`config.mk`:
```
export PLATFORM = sky130hd
export DESIGN_NAME = sdt_cmp
export DESIGN_NICKNAME = d
export VERILOG_FILES = /design/src/rtl/sdt_pkg.sv /design/src/rtl/sdt_cmp.sv
export SDC_FILE = /design/constraint.sdc
export NUM_CORES = 1
export LEC_CHECK = 0
export ABC_AREA = 1
export BUFFER_PORTS_ARGS = -buffer_cell sky130_fd_sc_hd__buf_2
export CORE_MARGIN = 2
export CORE_UTILIZATION = 45
export DETAILED_ROUTE_END_ITERATION = 12
export PLACE_DENSITY_LB_ADDON = 0.2
export RECOVER_POWER = 25
export SETUP_SLACK_MARGIN = 0.3
export SLEW_MARGIN = 10
export SYNTH_ARGS = -nofsm -noshare
export SYNTH_HDL_FRONTEND = slang
export SYNTH_SLANG_ARGS = --single-unit
```
`constraint.sdc`:
```
create_clock -name vclk -period 2.2
set_clock_uncertainty 0.05 [all_clocks]
set_input_delay 0.22 -clock vclk [all_inputs]
set_output_delay 0.22 -clock vclk [all_outputs]
set_load 0.01 [all_outputs]
```
`src/rtl/sdt_pkg.sv`:
```
// ---------------------------------------------------------------------------
// sdt_pkg: shared types and constants for the sorted date table
// Field widths, operation codes, sequencer states and beat layouts.
// ---------------------------------------------------------------------------
package sdt_pkg;

  localparam int FUNC_W   = 3;
  localparam int HANDLE_W = 16;
  localparam int YEAR_W   = 14;
  localparam int DAY_W    = 9;
  localparam int TIME_W   = 37;
  localparam int DATE_W   = YEAR_W + DAY_W;
  localparam int KEY_W    = DATE_W + TIME_W;
  localparam int IDX_W    = 7;
  localparam int DCNT_W   = 7;
  localparam int TCNT_W   = 8;

  localparam int DATED_DEPTH_DEF   = 64;
  localparam int UNDATED_DEPTH_DEF = 64;

  localparam logic [FUNC_W-1:0] FN_INSERT        = 3'd0;
  localparam logic [FUNC_W-1:0] FN_REM_HANDLE    = 3'd1;
  localparam logic [FUNC_W-1:0] FN_REM_INDEX     = 3'd2;
  localparam logic [FUNC_W-1:0] FN_READ_INDEX    = 3'd3;
  localparam logic [FUNC_W-1:0] FN_UNDATED_RANGE = 3'd4;
  localparam logic [FUNC_W-1:0] FN_DATE_RANGE    = 3'd5;

  typedef enum logic [4:0] {
    ST_IDLE,
    ST_INS_RD, ST_INS_EV,
    ST_RHD_RD, ST_RHD_EV,
    ST_RHU_RD, ST_RHU_EV,
    ST_SHD_RD, ST_SHD_EV,
    ST_SHU_RD, ST_SHU_EV,
    ST_RDD, ST_RDD_EV,
    ST_RDU, ST_RDU_EV,
    ST_DR_RD, ST_DR_EV,
    ST_DONE
  } state_t;

  typedef struct packed {
    logic [FUNC_W-1:0]   func;
    logic [HANDLE_W-1:0] handle;
    logic                has_date;
    logic [YEAR_W-1:0]   year;
    logic [DAY_W-1:0]    day_of_year;
    logic [TIME_W-1:0]   time_of_day;
    logic [IDX_W-1:0]    index;
  } req_beat_t;

  typedef struct packed {
    logic                ok;
    logic [HANDLE_W-1:0] handle_out;
    logic [IDX_W-1:0]    first_pos;
    logic [IDX_W-1:0]    last_pos;
    logic [DCNT_W-1:0]   dated_count;
    logic [TCNT_W-1:0]   total_count;
  } rsp_beat_t;

  // compare unit result
  typedef struct packed {
    logic lt;      // stored key below probe key
    logic eq;      // stored key equals probe key
    logic day_eq;  // same year and day
    logic h_eq;    // handles match
  } cmp_res_t;

endpackage

```
`src/rtl/sdt_cmp.sv`:
```
// ---------------------------------------------------------------------------
// sdt_cmp: shared key and handle compare unit
// One magnitude compare on the key, date-field equality, handle equality.
// ---------------------------------------------------------------------------
module sdt_cmp (
  input  logic [sdt_pkg::KEY_W-1:0]    stored_key,
  input  logic [sdt_pkg::KEY_W-1:0]    probe_key,
  input  logic [sdt_pkg::HANDLE_W-1:0] stored_handle,
  input  logic [sdt_pkg::HANDLE_W-1:0] probe_handle,
  output sdt_pkg::cmp_res_t            res
);
  assign res.lt     = stored_key < probe_key;
  assign res.eq     = stored_key == probe_key;
  assign res.day_eq = stored_key[sdt_pkg::KEY_W-1:sdt_pkg::TIME_W]
                   == probe_key[sdt_pkg::KEY_W-1:sdt_pkg::TIME_W];
  assign res.h_eq   = stored_handle == probe_handle;
endmodule

```
# Word level (Yosys, flattened, before mapping)
# Cells that the tools add are included.
dict set report totals {
  out_inout_bits 4
  reg_bits 0
}
dict set report op_classes {
  magnitude_cmp 1
  n_eq_ne 3
}
# cell n
set ops {}
lappend ops {{== test 60 bit} 1}
lappend ops {{less-than comparator 60 bit} 1}
lappend ops {{== test 23 bit} 1}
lappend ops {{== test 16 bit} 1}

# Longest topological paths before layout
# Gate-level depths: netlist of run 1.
dict set report logic_depth {
  ltp_word 1
  ltp_mapped 13
  depth_no_buf 13
}

# Worst setup path before layout of run 1
# OpenSTA, ideal clock, no wires.
dict set report synth_timing {
  kind {in2out}
  startpoint {input probe_key[49] (netlist name)}
  endpoint {output res[2] (netlist name)}
  arrival_ns 1.205
  required_ns 1.930
  n_path_buf 0
  stages 8
  path_slack_ns 0.725
  path_cell_list {inv_1 -> ha_1 -> nand2_1 -> nor2_2 -> nand4_2 -> nor2_2 -> nand2_1 -> nor3_2}
}
# element line
set synth_lines {}
lappend synth_lines {{start: declaration} sdt_cmp.sv:7} ;# input logic [sdt_pkg::KEY_W-1:0] probe_key,
lappend synth_lines {{end: declaration} sdt_cmp.sv:10} ;# output sdt_pkg::cmp_res_t res

==> metrics.cfg, run 1 <==
[job]
cap_violations = 0

[floorplanning]
start_util_pct = 47.3
die_y_um = 69.3
die_w_um = 69.3
fp-row-count = 23
core_area_um2 = 4060
dieArea_um2 = 4810
io_pins = 156

[sta]
fmax_mhz = 581
finalSetupTns_ns = 0
hold_violations = 0
post-route-min-period_ns = 1.72
relSlewSlack_pct = 85.2
fin_crit_sh_pct = 78.3
worstMarginPinSlew_ns = 0.220
grt_setup_unrepaired = no
finalSetupViolations = 0
report.final.slew_viol_count = 0

[setup_path]
path_class = in -> out
cp-end-kind = output pin
cp.arrival_ns = 1.45
crit_required_ns = 1.93
worstSetupStartpointType = input port
crit_path_max_fanout = 3

[logic_synthesis]
syn_inst = 321
synth.net_count = 533
yosys.area_share.xor_xnor_pct = 5.02
synthSimpleGateAreaFrac_pct = 30.5
synth-seq-area-share_pct = 0
syn_area_per_cell_um2 = 5.98
synth_compound_area_share_pct = 8.60
synth_top_family_by_area = adder cells
synthAdderAreaFrac_pct = 39.1
synth_warnings = 0
synth_mux_area_share_pct = 0
yosysTopAreaCell = ha_1
syn-cell-area_um2 = 1920
synth_cell_type_count = 26
synth_area_leaders = ha_1 39%, nand2_1 17%, inv_1 16%, a21oi_1 5.2%, nor2_1 4.1%
synth_top_area_share_pct = 39.1

[detailed_routing]
vias = 2314
drt-wirelength-per-cell_um = 8.60
avgViaCountPerCell = 4.39
finalWirelength_um = 4530
ant_nets = 0
first_pass_iters = 4
detail_route.iter0.violations = 38
drc_errors = 0

[grt]
grt_util_all_layers_pct = 18.9
grt_max_degree = 4
grt-ovfl-total = 0
grt_pass1_wl_um = 8160
grt_pass1_vias = 2244
antenna_found_initial = 0

[hold_path]
hp-start = probe_handle[5]
worstHoldPathCells = 6
hold_class = in -> out
hold_end = res[0]

[finish]
seq_cell_count = 0
final_util_pct = 68.1
num-fill-cells = 395
seqCellArea_um2 = 0
layout-drive-gt1-share_pct = 35.6
antenna_cells = 0
clkbuf_count = 0
syn_to_final_growth_pct = 43.8
finalNetCount = 691

[placement]
hpwl_um = 4470
io_buffers = 156
gp_congestion = 0.759

[clock_network]
cts_setup_buffers = 0
ctsResizeCount = 0
cts-hold-fix-buffers = 0

[power_and_ir_drop]
p_leak_uw = 0.00194
power_density_nw_per_um2 = 154
peakVddDrop_uv = 75.4

[run_status]
run_status = completed

[power breakdown]
| group | internal [µW] | switching (µW) | leakage [µW] | total [µW] |
|---|---|---|---|---|
| clock | 0 | 0 | 0 | 0 |
| combinational | 225 | 201 | 0.00194 | 426 |
| sequential | 0 | 0 | 0 | 0 |
[cell usage in the layout (no fill, tap or decap), types with 4 or more instances in the layout]
cell type	synthesis	layout
buf_2	0	155
xor2_1	9	9
nand2_1	89	89
nor2_1	21	21
ha_1	60	60
a21o_1	5	5
inv_1	84	84
a21oi_1	20	20
nor2_2	4	4
nand3_1	4	4
[stage by stage]
step                cells  hold slack [ns]  setup WS [ns]  cell area (µm²)  total power (µW)
floorplan             321            0.581          0.725             1920               246
global placement      527            0.815          0.475             2760               418
detailed placement    527            0.820          0.460             2760               432
CTS                   527            0.819          0.453             2760               435
global route          527            0.865          0.324             2760               508
finish                527            0.816          0.478             2760               426
[cell usage after synthesis]
library cell and number:
nand2_1 89, inv_1 84, ha_1 60, nor2_1 21
a21oi_1 20, xor2_1 9, a21o_1 5, nand3_1 4
nor2_2 4, nor3_1 3, and2_1 2, inv_2 2
nand2_2 2, nand4_2 2, or2_2 2, xnor2_1 2
a211oi_1 1, nand3_2 1, nand4_1 1, nor2_4 1
nor3_2 1, nor4_1 1, o211ai_1 1, o21a_1 1
o21ai_0 1, or2_0 1
[worst max-delay path by stage]
stage / cells past startpoint / from / end / slack, ns
floorplan: 8 / probe_key[49] / res[2] / 0.72
global placement: 9 / stored_key[19] / res[3] / 0.47
detailed placement: 10 / probe_key[27] / res[2] / 0.46
CTS: 10 / probe_key[27] / res[2] / 0.45
global route: 10 / stored_key[25] / res[3] / 0.32
finish: 10 / probe_key[27] / res[2] / 0.48
[logic make-up after synthesis]
logic type               count (synthesis)
AND/OR/NAND/NOR                        135
buffers and inverters                   86
adder cells (fa/ha/maj)                 60
AO/OA/AOI/OAI                           29
XOR/XNOR                                11
[cell type report]
class	instances	area (µm²)	share of cell area, %
Timing Repair Buffer	156	779	28.2
Tap cell	50	62.6	2.26
Multi-Input combinational cell	235	1600	57.8
Inverter	86	323	11.7
[critical path, cell delays in order]
cell and delay [ns]:
buf_2 0.07, inv_1 0.03, ha_1 0.27, nand2_1 0.06, nor2_1 0.17, nand4_1 0.10, nor2_1 0.14, nand3_1 0.12
nor3_2 0.11, buf_2 0.16
[per-layer routing]
layer | up-vias | global-route usage, % | wire, µm
met5 | - | 0 | 0
met4 | 0 | 1.31 | 19
met3 | 2 | 2.33 | 321
met2 | 77 | 38.1 | 2350
met1 | 935 | 21.6 | 1840
li1 | 1300 | - | -
No activity file was read; power rests on OpenSTA's default activity.
==> inputs of run 2 (changes only) <==
Settings changed: CORE_UTILIZATION 45 to 38.
Clock period 2.2 ns to 1.5 ns, I/O delays scaled along.
==> run 2 against run 1 <==
  * The run now ends with negative setup slack left
  * Critical path depth grew 1
  * Wire length grew 38%
  * Final cell count grew 4.6%
  * First-iteration DRC count grew 76%
  * Largest cell class unchanged
  * Critical path type unchanged
==> metrics.cfg, run 2 (synthesized netlist as in run 1, its figures left out) <==
[run_status]
run_status = finished, violations left
violations = negative setup slack

[grt]
antenna_found_initial = 0
grt_util_all_layers_pct = 16.8
grt-ovfl-total = 0
grt_max_degree = 4
grt_pass1_vias = 2151
grt_pass1_wl_um = 7850

[setup_path]
crit_cells = 11
worstSetupStartpointType = input port
crit_required_ns = 1.30
critPathMaxStageDelay_ns = 0.29
cp-end-kind = output pin
cp.arrival_ns = 1.41
slowest_stage = ha_1
path_cells = buf_2, ha_1, nand2_1, inv_2, nand4_4, buf_6, inv_1, a21oi_1, nand2_1, a21oi_2, buf_2
path_delay_family = buffers and inverters
crit_path_max_fanout = 2
path_class = in -> out
critPathBufInv = 5

[finish]
syn_to_final_growth_pct = 83.1
layout-drive-gt1-share_pct = 52.5
finalNetCount = 698
clkbuf_count = 0
antenna_cells = 0
final_cell_mix = 137 x buf_2, 75 x nand2_1, 64 x inv_1
seq_cell_count = 0
layout_commonest_cell = buf_2
seqCellArea_um2 = 0
multi_input_area_um2 = 2130
num-fill-cells = 401

[placement]
place_ws_ns = -0.162
gp_congestion = 0.768
io_buffers = 156
hpwl_um = 4670

[sta]
report.final.slew_viol_count = 0
fmax_mhz = 621
finalSetupViolations = 3
timing.hold.ws_ns = 0.694
worstMarginPinSlew_ns = 0.230
fin_crit_sh_pct = 107
relSlewSlack_pct = 84.5
grt_setup_unrepaired = yes
post-route-min-period_ns = 1.61
hold_violations = 0
fin_ws_ns = -0.111

[detailed_routing]
vias = 2474
first_pass_iters = 4
drc_errors = 0
drt-wirelength-per-cell_um = 11.3
avgViaCountPerCell = 4.49
finalWirelength_um = 6250
detail_route.iter0.violations = 67
ant_nets = 0

[power_and_ir_drop]
power_density_nw_per_um2 = 262
peakVddDrop_uv = 138
p_leak_uw = 0.00204

[hold_path]
worstHoldPathCells = 7
hold_class = in -> out

[floorplanning]
core_area_um2 = 4790
die_w_um = 75.1
io_pins = 156
die_y_um = 75.1
fp-row-count = 25
start_util_pct = 40.1
dieArea_um2 = 5640

[clock_network]
cts-hold-fix-buffers = 0

[job]
cap_violations = 0

run 2: where the power goes:
| group | internal, µW | total, µW | switching (µW) |
|---|---|---|---|
| logic | 491 | 922 | 430 |
| clock network | 0 | 0 | 0 |
| registers | 0 | 0 | 0 |
run 2: worst paths after layout:
kind                      to               from  slack [ns]
worst max-delay path  res[3]     stored_key[54]       -0.11
worst min-delay path  res[0]  stored_handle[10]        0.69
run 2: routing by layer:
metal / up-vias / global-route usage [%] / share of wire [%]
li1: 1313 / - / -
met1: 1065 / 18.6 / 37
met2: 90 / 35.0 / 56
met3: 6 / 1.34 / 6.6
met4: 0 / 1.59 / 0.88
met5: - / 0 / 0
run 2: cell type report:
class,instances,area share [%]
inverter,86,9.75
multi-input combinational,235,60.7
tap,67,2.38
timing repair buffer,163,27.2
run 2: repair_timing:
item,in CTS,in global routing
gates resized for setup,20,81
setup endpoints to repair,3,4
endpoints found under the hold margin,0,0
pin swaps,6,40
cloned,0,0
buffers inserted,0,2
run 2: stage by stage:
stage | power (µW) | instances | util, % | area, µm² | setup TNS [ns]
finish | 922 | 551 | 73.5 | 3520 | -0.209
CTS | 739 | 549 | 63.5 | 3040 | -0.168
global placement | 676 | 549 | 61.4 | 2940 | -0.290
global route | 1040 | 551 | 73.5 | 3520 | -0.470
floorplan | 397 | 321 | - | 2040 | 0
detailed placement | 698 | 549 | 61.4 | 2940 | -0.366
